File: src/rtl/core/gpla_pkg.sv
`timescale 1ns / 1ps
`default_nettype none

package gpla_pkg;

  // Default widths of the converter code and of the ppm result.
  localparam int ADC_BITS_DEF = 12;
  localparam int PPM_BITS_DEF = 14;

  // Width of the threshold registers and of the configuration data port.
  localparam int CFG_W = 14;
  localparam int CFG_IDX_W = 2;

  // Fixed-point mantissa: Q30 in [1,2) needs 31 bits.
  localparam int Q_FRAC = 30;
  localparam int MANT_W = 31;
  localparam int LOG_FRAC = 16;
  localparam int MUL_W = 32;

  // log2(ppm) = LOG_OFFSET + LOG_SLOPE * (L(15d) - L(full - d)), all in Q16.
  localparam int LOG_OFFSET = 354861;
  localparam int LOG_SLOPE = 30802;

  typedef enum logic [2:0] {
    OP_SAMPLE  = 3'd0,
    OP_TOGGLE  = 3'd1,
    OP_PWR_ON  = 3'd2,
    OP_PWR_OFF = 3'd3,
    OP_RESET   = 3'd4
  } gpla_op_e;

  typedef enum logic [CFG_IDX_W-1:0] {
    CFG_LOW   = 2'd0,
    CFG_HIGH  = 2'd1,
    CFG_ALARM = 2'd2
  } gpla_cfg_e;

  typedef struct packed {
    logic blue;
    logic green;
    logic red;
    logic buzz;
    logic relay;
  } drive_t;

  localparam drive_t DRV_BLUE    = 5'b10000;
  localparam drive_t DRV_GREEN   = 5'b01000;
  localparam drive_t DRV_LEVEL1  = 5'b01100;
  localparam drive_t DRV_LEVEL2  = 5'b00101;
  localparam drive_t DRV_LEVEL3  = 5'b00111;

  localparam logic [2:0] BLINK_OFF = 3'd0;
  localparam logic [2:0] BLINK_1HZ = 3'd1;
  localparam logic [2:0] BLINK_5HZ = 3'd5;

  localparam logic [CFG_W-1:0] LOW_RST   = 14'd50;
  localparam logic [CFG_W-1:0] HIGH_RST  = 14'd150;
  localparam logic [CFG_W-1:0] ALARM_RST = 14'd300;

  // Table of 2^(2^-k) in Q30, entry i holding k = 16 - i.
  typedef logic [LOG_FRAC-1:0][MANT_W-1:0] coef_tbl_t;

  // Exact floor square root; evaluated at elaboration only.
  function automatic logic [63:0] isqrt64(input logic [63:0] v);
    logic [63:0] res;
    logic [63:0] bt;
    logic [63:0] rem;
    res = 64'd0;
    bt  = 64'h4000_0000_0000_0000;
    rem = v;
    for (int i = 0; i < 32; i++) begin
      if (rem >= res + bt) begin
        rem = rem - (res + bt);
        res = (res >> 1) + bt;
      end else begin
        res = res >> 1;
      end
      bt = bt >> 2;
    end
    return res;
  endfunction

  function automatic coef_tbl_t coef_table();
    coef_tbl_t   tbl;
    logic [63:0] c;
    c = isqrt64(64'd1 << 61);
    for (int k = LOG_FRAC - 1; k >= 0; k--) begin
      tbl[k] = c[MANT_W-1:0];
      c = isqrt64(c << Q_FRAC);
    end
    return tbl;
  endfunction

endpackage

`default_nettype wire

File: src/rtl/core/gpla_in_if.sv
`timescale 1ns / 1ps
`default_nettype none

interface gpla_in_if #(
  parameter int ADC_BITS = gpla_pkg::ADC_BITS_DEF
);
  logic                valid;
  logic                ready;
  logic [2:0]          op;
  logic [ADC_BITS-1:0] adc_code;

  modport source (output valid, output op, output adc_code, input ready);
  modport sink   (input valid, input op, input adc_code, output ready);
endinterface

`default_nettype wire

File: src/rtl/core/gpla_out_if.sv
`timescale 1ns / 1ps
`default_nettype none

interface gpla_out_if #(
  parameter int PPM_BITS = gpla_pkg::PPM_BITS_DEF
);
  logic                valid;
  logic                ready;
  logic [PPM_BITS-1:0] ppm;
  logic [2:0]          level;
  logic                level_changed;
  logic                powered;
  logic                relay_on;
  logic                buzzer_on;
  logic                led_red;
  logic                led_green;
  logic                led_blue;
  logic [2:0]          blink_hz;

  modport source (
    output valid, output ppm, output level, output level_changed, output powered,
    output relay_on, output buzzer_on, output led_red, output led_green,
    output led_blue, output blink_hz, input ready
  );
  modport sink (
    input valid, input ppm, input level, input level_changed, input powered,
    input relay_on, input buzzer_on, input led_red, input led_green,
    input led_blue, input blink_hz, output ready
  );
endinterface

`default_nettype wire

File: src/rtl/core/gpla_mul.sv
`timescale 1ns / 1ps
`default_nettype none

// Shared unsigned multiplier; the sequencer registers its product.
module gpla_mul (
  input  wire logic [gpla_pkg::MUL_W-1:0]   a_i,
  input  wire logic [gpla_pkg::MUL_W-1:0]   b_i,
  output logic      [2*gpla_pkg::MUL_W-1:0] p_o
);

  assign p_o = (2*gpla_pkg::MUL_W)'(a_i) * (2*gpla_pkg::MUL_W)'(b_i);

endmodule

`default_nettype wire

File: src/rtl/core/gpla_ppm_unit.sv
`timescale 1ns / 1ps
`default_nettype none

module gpla_ppm_unit #(
  parameter int ADC_BITS = gpla_pkg::ADC_BITS_DEF,
  parameter int PPM_BITS = gpla_pkg::PPM_BITS_DEF
) (
  input  wire logic                clk_i,
  input  wire logic                rst_ni,
  input  wire logic                start_i,
  input  wire logic [ADC_BITS-1:0] code_i,
  output logic                     done_o,
  output logic      [PPM_BITS-1:0] ppm_o
);

  localparam int XW = ADC_BITS + 4;
  localparam int EW = $clog2(XW);
  localparam int LW = EW + gpla_pkg::LOG_FRAC;
  localparam int YW = LW + 3;
  localparam int NW = $clog2(PPM_BITS);
  localparam int MW = gpla_pkg::MANT_W;
  localparam int PW = 2 * gpla_pkg::MUL_W;
  localparam int FW = gpla_pkg::LOG_FRAC;
  localparam logic [ADC_BITS-1:0] FULL = {ADC_BITS{1'b1}};
  localparam logic [PPM_BITS-1:0] PPM_MAX = {PPM_BITS{1'b1}};
  localparam gpla_pkg::coef_tbl_t COEF = gpla_pkg::coef_table();

  typedef enum logic [3:0] {
    U_IDLE, U_NORM, U_SQ, U_DIFF, U_MUL, U_YCHK, U_EXP, U_OUT
  } ustate_e;

  ustate_e             state_q, state_d;
  logic [3:0]          cnt_q, cnt_d;
  logic                phase_q, phase_d;
  logic [ADC_BITS-1:0] d_q, d_d;
  logic [MW-1:0]       m_q, m_d;
  logic [LW-1:0]       r_q, r_d;
  logic [LW-1:0]       l1_q, l1_d;
  logic [LW-1:0]       mag_q, mag_d;
  logic                neg_q, neg_d;
  logic [LW-1:0]       q_q, q_d;
  logic [FW-1:0]       f_q, f_d;
  logic [NW-1:0]       n_q, n_d;
  logic                done_q, done_d;
  logic [PPM_BITS-1:0] ppm_q, ppm_d;

  logic [XW-1:0]                 x;
  logic [EW-1:0]                 e;
  logic [gpla_pkg::MUL_W-1:0]    mul_a, mul_b;
  logic [PW-1:0]                 prod;
  logic [MW:0]                   sq;
  logic signed [LW:0]            t;
  logic signed [YW-1:0]          y;
  logic [YW-FW-1:0]              n_full;
  logic [MW-1:0]                 v;

  gpla_mul u_mul (
    .a_i (mul_a),
    .b_i (mul_b),
    .p_o (prod)
  );

  // Operand of the logarithm: 15*d first, then full - d.
  assign x = phase_q ? XW'(FULL - d_q) : ((XW'(d_q) << 4) - XW'(d_q));

  always_comb begin
    e = '0;
    for (int i = 0; i < XW; i++) begin
      if (x[i]) begin
        e = EW'(i);
      end
    end
  end

  always_comb begin
    case (state_q)
      U_SQ: begin
        mul_a = gpla_pkg::MUL_W'(m_q);
        mul_b = gpla_pkg::MUL_W'(m_q);
      end
      U_MUL: begin
        mul_a = gpla_pkg::MUL_W'(mag_q);
        mul_b = gpla_pkg::MUL_W'(gpla_pkg::LOG_SLOPE);
      end
      U_EXP: begin
        mul_a = gpla_pkg::MUL_W'(m_q);
        mul_b = gpla_pkg::MUL_W'(COEF[cnt_q]);
      end
      default: begin
        mul_a = '0;
        mul_b = '0;
      end
    endcase
  end

  assign sq     = prod[gpla_pkg::Q_FRAC+MW:gpla_pkg::Q_FRAC];
  assign t      = $signed({1'b0, l1_q}) - $signed({1'b0, r_q});
  assign y      = neg_q ? (YW'(gpla_pkg::LOG_OFFSET) - YW'(q_q))
                        : (YW'(gpla_pkg::LOG_OFFSET) + YW'(q_q));
  assign n_full = y[YW-1:FW];
  assign v      = m_q >> (5'(gpla_pkg::Q_FRAC) - 5'(n_q));

  always_comb begin
    state_d = state_q;
    cnt_d   = cnt_q;
    phase_d = phase_q;
    d_d     = d_q;
    m_d     = m_q;
    r_d     = r_q;
    l1_d    = l1_q;
    mag_d   = mag_q;
    neg_d   = neg_q;
    q_d     = q_q;
    f_d     = f_q;
    n_d     = n_q;
    done_d  = 1'b0;
    ppm_d   = ppm_q;
    case (state_q)
      U_IDLE: begin
        if (start_i) begin
          d_d     = code_i;
          phase_d = 1'b0;
          if (code_i == '0) begin
            ppm_d  = '0;
            done_d = 1'b1;
          end else if (code_i == FULL) begin
            ppm_d  = PPM_MAX;
            done_d = 1'b1;
          end else begin
            state_d = U_NORM;
          end
        end
      end
      U_NORM: begin
        // Put the leading one of x at bit 30 to get the Q30 mantissa.
        m_d     = MW'(x) << (5'(gpla_pkg::Q_FRAC) - 5'(e));
        r_d     = {e, {FW{1'b0}}};
        cnt_d   = 4'(FW - 1);
        state_d = U_SQ;
      end
      U_SQ: begin
        if (sq[MW]) begin
          m_d        = sq[MW:1];
          r_d[cnt_q] = 1'b1;
        end else begin
          m_d = sq[MW-1:0];
        end
        cnt_d = cnt_q - 4'd1;
        if (cnt_q == 4'd0) begin
          if (!phase_q) begin
            l1_d    = r_d;
            phase_d = 1'b1;
            state_d = U_NORM;
          end else begin
            state_d = U_DIFF;
          end
        end
      end
      U_DIFF: begin
        neg_d   = t[LW];
        mag_d   = t[LW] ? LW'(-t) : LW'(t);
        state_d = U_MUL;
      end
      U_MUL: begin
        // Magnitude of the scaled log, truncated toward zero.
        q_d     = prod[LW+FW-1:FW];
        state_d = U_YCHK;
      end
      U_YCHK: begin
        if (y < 0) begin
          ppm_d   = '0;
          done_d  = 1'b1;
          state_d = U_IDLE;
        end else if (n_full >= (YW-FW)'(PPM_BITS)) begin
          ppm_d   = PPM_MAX;
          done_d  = 1'b1;
          state_d = U_IDLE;
        end else begin
          n_d     = n_full[NW-1:0];
          f_d     = y[FW-1:0];
          m_d     = MW'(1) << gpla_pkg::Q_FRAC;
          cnt_d   = 4'(FW - 1);
          state_d = U_EXP;
        end
      end
      U_EXP: begin
        if (f_q[cnt_q]) begin
          m_d = prod[gpla_pkg::Q_FRAC+MW-1:gpla_pkg::Q_FRAC];
        end
        cnt_d = cnt_q - 4'd1;
        if (cnt_q == 4'd0) begin
          state_d = U_OUT;
        end
      end
      U_OUT: begin
        ppm_d   = (v > MW'(PPM_MAX)) ? PPM_MAX : v[PPM_BITS-1:0];
        done_d  = 1'b1;
        state_d = U_IDLE;
      end
      default: begin
        state_d = U_IDLE;
      end
    endcase
  end

  always_ff @(posedge clk_i or negedge rst_ni) begin
    if (!rst_ni) begin
      state_q <= U_IDLE;
      done_q  <= 1'b0;
    end else begin
      state_q <= state_d;
      done_q  <= done_d;
    end
  end

  always_ff @(posedge clk_i) begin
    cnt_q   <= cnt_d;
    phase_q <= phase_d;
    d_q     <= d_d;
    m_q     <= m_d;
    r_q     <= r_d;
    l1_q    <= l1_d;
    mag_q   <= mag_d;
    neg_q   <= neg_d;
    q_q     <= q_d;
    f_q     <= f_d;
    n_q     <= n_d;
    ppm_q   <= ppm_d;
  end

  assign done_o = done_q;
  assign ppm_o  = ppm_q;

endmodule

`default_nettype wire

File: src/rtl/core/gas_ppm_level_alarm_core.sv
`timescale 1ns / 1ps
`default_nettype none

// Gas level alarm core. Each input item carries an op (sample, toggle power, power
// on, power off, reset) and a converter code, and gives exactly one result item
// that shows the stored ppm, the warning level, whether this item moved the level,
// the power flag and the relay, buzzer, lamp and blink drives. A sample taken while
// powered is turned into ppm by a fixed-point log2 / exp2 sequence that runs on one
// shared 32 by 32 multiplier: two logarithms of 16 squarings each, one scaling
// product and 16 exponent products. A code of zero or full scale skips that
// sequence, and every other op has its result ready in the cycle after acceptance.
// The block takes one item at a time: a new item is accepted once the previous
// result has been taken or is being taken in the same cycle. Threshold registers
// are written through the plain write port; the user must write them only while
// the block is idle, which the block itself does not enforce. They take effect on
// the next sample.
module gas_ppm_level_alarm_core #(
  parameter int ADC_BITS = gpla_pkg::ADC_BITS_DEF,
  parameter int PPM_BITS = gpla_pkg::PPM_BITS_DEF
) (
  input  wire logic                               clk_i,
  input  wire logic                               rst_ni,
  gpla_in_if.sink                                 in_i,
  gpla_out_if.source                              out_o,
  input  wire logic                               cfg_we_i,
  input  wire logic [gpla_pkg::CFG_IDX_W-1:0]     cfg_idx_i,
  input  wire logic [gpla_pkg::CFG_W-1:0]         cfg_data_i
);

  // Common width for comparing the ppm against the threshold registers.
  localparam int CW = (PPM_BITS > gpla_pkg::CFG_W) ? PPM_BITS : gpla_pkg::CFG_W;

  typedef enum logic {
    S_IDLE,
    S_CALC
  } state_e;

  state_e                     state_q, state_d;
  logic                       power_q, power_d;
  logic [1:0]                 level_q, level_d;
  logic [PPM_BITS-1:0]        ppm_q, ppm_d;
  gpla_pkg::drive_t           drive_q, drive_d;
  logic [2:0]                 blink_q, blink_d;
  logic                       changed_q, changed_d;
  logic                       out_valid_q, out_valid_d;
  logic [gpla_pkg::CFG_W-1:0] low_q, low_d;
  logic [gpla_pkg::CFG_W-1:0] high_q, high_d;
  logic [gpla_pkg::CFG_W-1:0] alarm_q, alarm_d;

  logic                in_ready;
  logic                in_fire;
  logic                calc_start;
  logic                calc_done;
  logic [PPM_BITS-1:0] calc_ppm;
  logic [1:0]          grade;

  gpla_ppm_unit #(
    .ADC_BITS (ADC_BITS),
    .PPM_BITS (PPM_BITS)
  ) u_ppm (
    .clk_i   (clk_i),
    .rst_ni  (rst_ni),
    .start_i (calc_start),
    .code_i  (ADC_BITS'(in_i.adc_code)),
    .done_o  (calc_done),
    .ppm_o   (calc_ppm)
  );

  // The input side opens only while idle and when the result slot is free or drains this cycle.
  assign in_ready = (state_q == S_IDLE) && (!out_valid_q || out_o.ready);
  assign in_fire  = in_i.valid && in_ready;

  // Grade the freshly computed ppm against the three thresholds.
  always_comb begin
    if (CW'(calc_ppm) < CW'(low_q)) begin
      grade = 2'd0;
    end else if (CW'(calc_ppm) < CW'(high_q)) begin
      grade = 2'd1;
    end else if (CW'(calc_ppm) < CW'(alarm_q)) begin
      grade = 2'd2;
    end else begin
      grade = 2'd3;
    end
  end

  always_comb begin
    state_d     = state_q;
    power_d     = power_q;
    level_d     = level_q;
    ppm_d       = ppm_q;
    drive_d     = drive_q;
    blink_d     = blink_q;
    changed_d   = changed_q;
    out_valid_d = out_valid_q && !out_o.ready;
    low_d       = low_q;
    high_d      = high_q;
    alarm_d     = alarm_q;
    calc_start  = 1'b0;

    if (cfg_we_i) begin
      case (gpla_pkg::gpla_cfg_e'(cfg_idx_i))
        gpla_pkg::CFG_LOW:   low_d   = cfg_data_i;
        gpla_pkg::CFG_HIGH:  high_d  = cfg_data_i;
        gpla_pkg::CFG_ALARM: alarm_d = cfg_data_i;
        default: ;
      endcase
    end

    if (in_fire) begin
      // Every op except a sample that is handed to the ppm unit answers at once.
      changed_d   = 1'b0;
      out_valid_d = 1'b1;
      case (gpla_pkg::gpla_op_e'(in_i.op))
        gpla_pkg::OP_SAMPLE: begin
          if (power_q) begin
            calc_start  = 1'b1;
            out_valid_d = 1'b0;
            state_d     = S_CALC;
          end
        end
        gpla_pkg::OP_TOGGLE: begin
          power_d = !power_q;
          drive_d = power_q ? gpla_pkg::DRV_GREEN : gpla_pkg::DRV_BLUE;
          blink_d = gpla_pkg::BLINK_OFF;
        end
        gpla_pkg::OP_PWR_ON: begin
          power_d = 1'b1;
          drive_d = gpla_pkg::DRV_BLUE;
          blink_d = gpla_pkg::BLINK_OFF;
        end
        gpla_pkg::OP_PWR_OFF: begin
          power_d = 1'b0;
          drive_d = gpla_pkg::DRV_GREEN;
          blink_d = gpla_pkg::BLINK_OFF;
        end
        gpla_pkg::OP_RESET: begin
          level_d = 2'd0;
          ppm_d   = '0;
          power_d = 1'b1;
          drive_d = gpla_pkg::DRV_BLUE;
          blink_d = gpla_pkg::BLINK_OFF;
        end
        default: ;
      endcase
    end

    if (state_q == S_CALC && calc_done) begin
      // The ppm is always stored; the drive only follows a change of level.
      ppm_d       = calc_ppm;
      out_valid_d = 1'b1;
      state_d     = S_IDLE;
      if (grade != level_q) begin
        level_d   = grade;
        changed_d = 1'b1;
        case (grade)
          2'd0: begin
            drive_d = gpla_pkg::DRV_BLUE;
            blink_d = gpla_pkg::BLINK_OFF;
          end
          2'd1: begin
            drive_d = gpla_pkg::DRV_LEVEL1;
            blink_d = gpla_pkg::BLINK_OFF;
          end
          2'd2: begin
            drive_d = gpla_pkg::DRV_LEVEL2;
            blink_d = gpla_pkg::BLINK_1HZ;
          end
          default: begin
            drive_d = gpla_pkg::DRV_LEVEL3;
            blink_d = gpla_pkg::BLINK_5HZ;
          end
        endcase
      end else begin
        changed_d = 1'b0;
      end
    end
  end

  always_ff @(posedge clk_i or negedge rst_ni) begin
    if (!rst_ni) begin
      state_q     <= S_IDLE;
      power_q     <= 1'b1;
      level_q     <= 2'd0;
      ppm_q       <= '0;
      drive_q     <= gpla_pkg::DRV_BLUE;
      blink_q     <= gpla_pkg::BLINK_OFF;
      changed_q   <= 1'b0;
      out_valid_q <= 1'b0;
      low_q       <= gpla_pkg::LOW_RST;
      high_q      <= gpla_pkg::HIGH_RST;
      alarm_q     <= gpla_pkg::ALARM_RST;
    end else begin
      state_q     <= state_d;
      power_q     <= power_d;
      level_q     <= level_d;
      ppm_q       <= ppm_d;
      drive_q     <= drive_d;
      blink_q     <= blink_d;
      changed_q   <= changed_d;
      out_valid_q <= out_valid_d;
      low_q       <= low_d;
      high_q      <= high_d;
      alarm_q     <= alarm_d;
    end
  end

  // The stored state only changes when a result is loaded, and no item is taken
  // while a result waits, so the state registers are the result payload.
  assign in_i.ready          = in_ready;
  assign out_o.valid         = out_valid_q;
  assign out_o.ppm           = ppm_q;
  assign out_o.level         = {1'b0, level_q};
  assign out_o.level_changed = changed_q;
  assign out_o.powered       = power_q;
  assign out_o.relay_on      = drive_q.relay;
  assign out_o.buzzer_on     = drive_q.buzz;
  assign out_o.led_red       = drive_q.red;
  assign out_o.led_green     = drive_q.green;
  assign out_o.led_blue      = drive_q.blue;
  assign out_o.blink_hz      = blink_q;

  // The ppm unit only reports while a sample is being worked on.
  a_done_in_calc: assert property (@(posedge clk_i) disable iff (!rst_ni)
    calc_done |-> state_q == S_CALC)
    else $error("ppm unit finished outside a calculation");

  // A flagged change really moved the stored level.
  a_change_moves_level: assert property (@(posedge clk_i) disable iff (!rst_ni)
    (state_q == S_CALC && calc_done && changed_d) |=> level_q != $past(level_q))
    else $error("level change flagged without a new level");

  // While switched off the lamp is steady green and the outputs are dead.
  a_off_is_green: assert property (@(posedge clk_i) disable iff (!rst_ni)
    !power_q |-> (drive_q == gpla_pkg::DRV_GREEN && blink_q == gpla_pkg::BLINK_OFF))
    else $error("drive active while powered off");

  // The buzzer never sounds without the relay and the red lamp.
  a_buzz_needs_relay: assert property (@(posedge clk_i) disable iff (!rst_ni)
    drive_q.buzz |-> (drive_q.relay && drive_q.red))
    else $error("buzzer on without relay and red lamp");

endmodule

`default_nettype wire

File: src/flat_wrapper.sv
// flat-port wrapper written by rule: the top's interface ports become plain ports
module gas_ppm_level_alarm_core_flat 
#(
  parameter int ADC_BITS = gpla_pkg::ADC_BITS_DEF,
  parameter int PPM_BITS = gpla_pkg::PPM_BITS_DEF
)
  (clk_i, rst_ni, cfg_we_i, cfg_idx_i, cfg_data_i, in_i_valid, in_i_op, in_i_adc_code, in_i_ready, out_o_valid, out_o_ppm, out_o_level, out_o_level_changed, out_o_powered, out_o_relay_on, out_o_buzzer_on, out_o_led_red, out_o_led_green, out_o_led_blue, out_o_blink_hz, out_o_ready);
  gpla_in_if #(.ADC_BITS(ADC_BITS)) in_i_i ();
  gpla_out_if #(.PPM_BITS(PPM_BITS)) out_o_i ();
  input  wire logic clk_i;
  input  wire logic rst_ni;
  input  wire logic cfg_we_i;
  input  wire logic [gpla_pkg::CFG_IDX_W-1:0] cfg_idx_i;
  input  wire logic [gpla_pkg::CFG_W-1:0] cfg_data_i;
  input wire logic [$bits(in_i_i.valid)-1:0] in_i_valid;
  input wire logic [$bits(in_i_i.op)-1:0] in_i_op;
  input wire logic [$bits(in_i_i.adc_code)-1:0] in_i_adc_code;
  output wire logic [$bits(in_i_i.ready)-1:0] in_i_ready;
  output wire logic [$bits(out_o_i.valid)-1:0] out_o_valid;
  output wire logic [$bits(out_o_i.ppm)-1:0] out_o_ppm;
  output wire logic [$bits(out_o_i.level)-1:0] out_o_level;
  output wire logic [$bits(out_o_i.level_changed)-1:0] out_o_level_changed;
  output wire logic [$bits(out_o_i.powered)-1:0] out_o_powered;
  output wire logic [$bits(out_o_i.relay_on)-1:0] out_o_relay_on;
  output wire logic [$bits(out_o_i.buzzer_on)-1:0] out_o_buzzer_on;
  output wire logic [$bits(out_o_i.led_red)-1:0] out_o_led_red;
  output wire logic [$bits(out_o_i.led_green)-1:0] out_o_led_green;
  output wire logic [$bits(out_o_i.led_blue)-1:0] out_o_led_blue;
  output wire logic [$bits(out_o_i.blink_hz)-1:0] out_o_blink_hz;
  input wire logic [$bits(out_o_i.ready)-1:0] out_o_ready;
  assign in_i_i.valid = in_i_valid;
  assign in_i_i.op = in_i_op;
  assign in_i_i.adc_code = in_i_adc_code;
  assign in_i_ready = in_i_i.ready;
  assign out_o_valid = out_o_i.valid;
  assign out_o_ppm = out_o_i.ppm;
  assign out_o_level = out_o_i.level;
  assign out_o_level_changed = out_o_i.level_changed;
  assign out_o_powered = out_o_i.powered;
  assign out_o_relay_on = out_o_i.relay_on;
  assign out_o_buzzer_on = out_o_i.buzzer_on;
  assign out_o_led_red = out_o_i.led_red;
  assign out_o_led_green = out_o_i.led_green;
  assign out_o_led_blue = out_o_i.led_blue;
  assign out_o_blink_hz = out_o_i.blink_hz;
  assign out_o_i.ready = out_o_ready;
  gas_ppm_level_alarm_core #(.ADC_BITS(ADC_BITS), .PPM_BITS(PPM_BITS)) u_core (.clk_i(clk_i), .rst_ni(rst_ni), .in_i(in_i_i), .out_o(out_o_i), .cfg_we_i(cfg_we_i), .cfg_idx_i(cfg_idx_i), .cfg_data_i(cfg_data_i));
endmodule
File: config.mk
export PLATFORM = sky130hd
export DESIGN_NAME = gas_ppm_level_alarm_core_flat
export DESIGN_NICKNAME = d
export VERILOG_FILES = /design/src/rtl/core/gpla_pkg.sv /design/src/rtl/core/gpla_in_if.sv /design/src/rtl/core/gpla_out_if.sv /design/src/rtl/core/gpla_mul.sv /design/src/rtl/core/gpla_ppm_unit.sv /design/src/rtl/core/gas_ppm_level_alarm_core.sv /design/src/flat_wrapper.sv
export SDC_FILE = /design/constraint.sdc
export NUM_CORES = 2
export LEC_CHECK = 0
export ABC_AREA = 1
export BUFFER_PORTS_ARGS = -buffer_cell sky130_fd_sc_hd__buf_2
export CORE_MARGIN = 1
export CORE_UTILIZATION = 25
export CTS_CLUSTER_DIAMETER = 120
export DETAILED_ROUTE_END_ITERATION = 10
export PLACE_DENSITY_LB_ADDON = 0.2
export SETUP_SLACK_MARGIN = 0.2
export SLEW_MARGIN = 10
export SYNTH_ARGS = -nofsm -noshare
export SYNTH_HDL_FRONTEND = slang
export SYNTH_SLANG_ARGS = --single-unit
File: constraint.sdc
create_clock -name clk_i -period 28.5 [get_ports clk_i]
set_input_delay 4.275 -clock clk_i [delete_from_list [all_inputs] [get_ports clk_i]]
set_output_delay 4.275 -clock clk_i [all_outputs]
set_load 0.01 [all_outputs]
==> flow_summary.yaml <==
die:
  die_h_um: 448
  io-pin-count: 65
  dieArea_mm2: 0.200
  row_count: 163
  design.core.area_mm2: 0.197
  chipWidth_um: 448
  initial_core_util_pct: 25.2
power:
  clockPowerShare_pct: 10.6
  p_switching_uw: 2460
  switching_share_pct: 58.1
  powerDensity_mw_per_mm2: 78.1
  internal_power_uw: 1770
  ir_worst_vdd_v: 0.0000406
  power_frac_comb_pct: 73.2
  finalPower_uw: 4230
  power.leakage_uw: 0.0282
  seq_power_share_pct: 16.2
synth:
  synth_adder_area_share_pct: 42.3
  ys_async_sr_fraction_pct: 27.8
  synth-simple-area-share_pct: 19.4
  ys_warn_count: 0
  syn_avg_cell_area_um2: 7.71
  synth_edf_count: 163
  synth-seq-cells: 266
  synth_compound_area_share_pct: 7.20
  ys.flop_type: "edfxtp_1"
  syn_nets: 7649
  yosysSeqAreaShare_pct: 14.8
  synth_cells: 6438
  synth.area.mux_share_pct: 0.424
  synth_cell_types: 62
  synth_top_family_by_area: "adder cells"
  synth_xor_area_share_pct: 1.82
  syn_area_mm2: 0.0496
detailed_routing:
  dr.pass1.iters: 6
  drc: 0
  num_vias: 41000
  avgViaCountPerCell: 4.55
  wl_per_cell_um: 19.1
  wirelength_mm: 172
  ant_nets: 0
  drt-initial-drc-count: 2973
clock_tree:
  clk_pin_slew_ps: 60
  clk_latency_ps: 570
  postCtsSetupRepairBufs: 0
  cts_buffers: 34
  postCtsHoldBufs: 0
  cts_num_sinks: 266
  cts_tree: "built"
  post_cts_resized: 0
  cts.htree.levels: 2
  cts.path.max_buffers: 3
  cts_root_buf: "clkbuf_16"
placed_design:
  hpwl_mm: 140
  placedCellCount: 8956
  port_buffers: 63
  gp_congestion: 0.917
global_routing:
  grt.total_usage_pct: 17.4
  grt_pass1_wl_mm: 266
  antenna_found_initial: 7
  grt_max_degree: 67
  first_global_vias: 42900
  grt-ovfl-total: 0
cells_and_area:
  layout-drive-gt1-share_pct: 4.42
  fillerInstances: 21600
  syn2layout_area_growth_pct: 9.23
  final_cells: 9020
  fin_nets: 7563
critical_path:
  cp_common_cell: "inv_1"
  critPathLaunchType: "flop"
  r2r_cells: 36
  cp.required_ps: 28920
  arrival_ps: 10950
  critPathKind: "flop to flop"
  critical_path.max_fanout: 50
  slowest_stage: "nand2_4"
  cp_slowest_stage_delay_ps: 660
  cp-end-kind: "flop"
timing:
  slew_violations: 0
  slew-limit-headroom_pct: 23.9
  rsz0062_at_grt: "false"
  worst_slew_pin_slew_ps: 1140
  max_freq_mhz: 94.9
  setup_violations: 0
  tns_ps: 0
  fin_worst_skew_ps: 26.5
  fin_crit_ps: 10530
  hold_violations: 0
  min_period_over_period_pct: 37.0
hold_path:
  worstHoldPathType: "flop to flop"
  min_path_cells: 2
status:
  status: "complete, no violations"
run:
  drv_cap: 0
==> routing by layer <==
metal,routed length [um],vias to the layer above,global-route usage [%]
met1,80800,20800,24.8
met3,7290,149,1.16
met2,80800,999,29.0
li1,-,19100,-
met4,3380,2,3.33
met5,19,-,0
==> cells by family after synthesis <==
group	Yosys count
simple gates	2385
buf+inv	1850
mux	21
fa+ha+maj	1175
flops	266
compound gates	638
xor+xnor	102
other cells	1
==> worst max-delay path: cells and delay by family (launching register included) <==
family          cells  cell delay [ps]
compound gates      5             1520
xor+xnor            1              400
fa+ha+maj           9             4360
buf+inv            12             1770
flops               1              410
simple gates        9             1850
==> synthesized netlist by cell type, drive strengths merged, types with 13 or more instances <==
cell type,n,area [um2]
a21oi,222,1110
a31oi,18,113
buf,42,209
clkbuf,213,800
dfrtp,61,1530
dfstp,13,342
dfxtp,29,581
edfxtp,163,4890
fa,837,16800
ha,338,4230
inv,1584,5950
mux2i,21,210
nand2,1596,6050
nand3,267,1350
nand4,32,200
nor2,426,1630
nor3,30,155
o211ai,19,143
o21a,39,293
o21ai,262,1320
o22ai,25,156
xnor2,25,219
xor2,77,682
==> power groups by stage <==
stage	logic [uW]	clock network (uW)	registers [uW]
finish	3100	449	685
global route	3430	475	696
CTS	3140	462	686
detailed placement	3110	0	691
global placement	3110	0	693
floorplan	1930	0	648
==> stage by stage <==
stage	util, %	worst slack, ps	hold WS (ps)	area (um2)
CTS	27.5	18010	488	54200
global placement	26.9	18020	468	53100
finish	27.5	17970	483	54200
global route	27.5	17410	505	54200
floorplan	-	19580	426	49600
detailed placement	26.9	17980	473	53100
==> layout by cell type (no fill, tap or decap), types with 7 or more instances in the layout <==
cell type / count
a211oi_1: 7
a21o_1: 9
a21oi_1: 221
a31oi_1: 18
buf_2: 62
buf_4: 71
clkbuf_16: 35
clkinv_1: 12
clkinv_2: 9
dfrtp_1: 61
dfstp_2: 13
dfxtp_1: 29
edfxtp_1: 163
fa_1: 837
ha_1: 338
inv_1: 1571
inv_2: 12
mux2i_1: 21
nand2_1: 1585
nand3_1: 265
nand3b_1: 7
nand4_1: 32
nor2_1: 411
nor2_2: 11
nor3_1: 26
nor4_1: 8
o211ai_1: 19
o21a_1: 39
o21ai_0: 237
o21ai_1: 17
o221ai_1: 7
o22ai_1: 9
o22ai_4: 13
or2_2: 8
xnor2_1: 25
xor2_1: 76
==> path summary, 6_finish.rpt <==
check,start,to,slack (ps)
max in group asynchronous,rst_ni,u_core.high_q[10]$_DFFE_PN0P_,23840
hold reg to reg,u_core.low_q[9]$_DFFE_PN0P_,u_core.low_q[9]$_DFFE_PN0P_,480
hold / removal,u_core.low_q[9]$_DFFE_PN0P_,u_core.low_q[9]$_DFFE_PN0P_,480
min in group asynchronous,rst_ni,u_core.out_o.blink_hz[1]$_DFF_PN0_,3540
setup / recovery,u_core.u_ppm.state_q[0]$_DFFE_PN0P_,u_core.u_ppm.m_q[15]$_DFFE_PP_,17970
setup reg to reg,u_core.u_ppm.state_q[0]$_DFFE_PN0P_,u_core.u_ppm.m_q[15]$_DFFE_PP_,17970
==> cell type report <==
type	instances	area, um2	area share [%]
antenna	2	5.00	0.00923
clock buffer	44	940	1.73
clock inverter	18	193	0.355
inverter	1595	5990	11.1
multi-input combinational	4322	35600	65.7
sequential	266	7340	13.5
tap	2640	3300	6.09
timing repair buffer	133	843	1.56
Power figures use the tool's default switching activity.
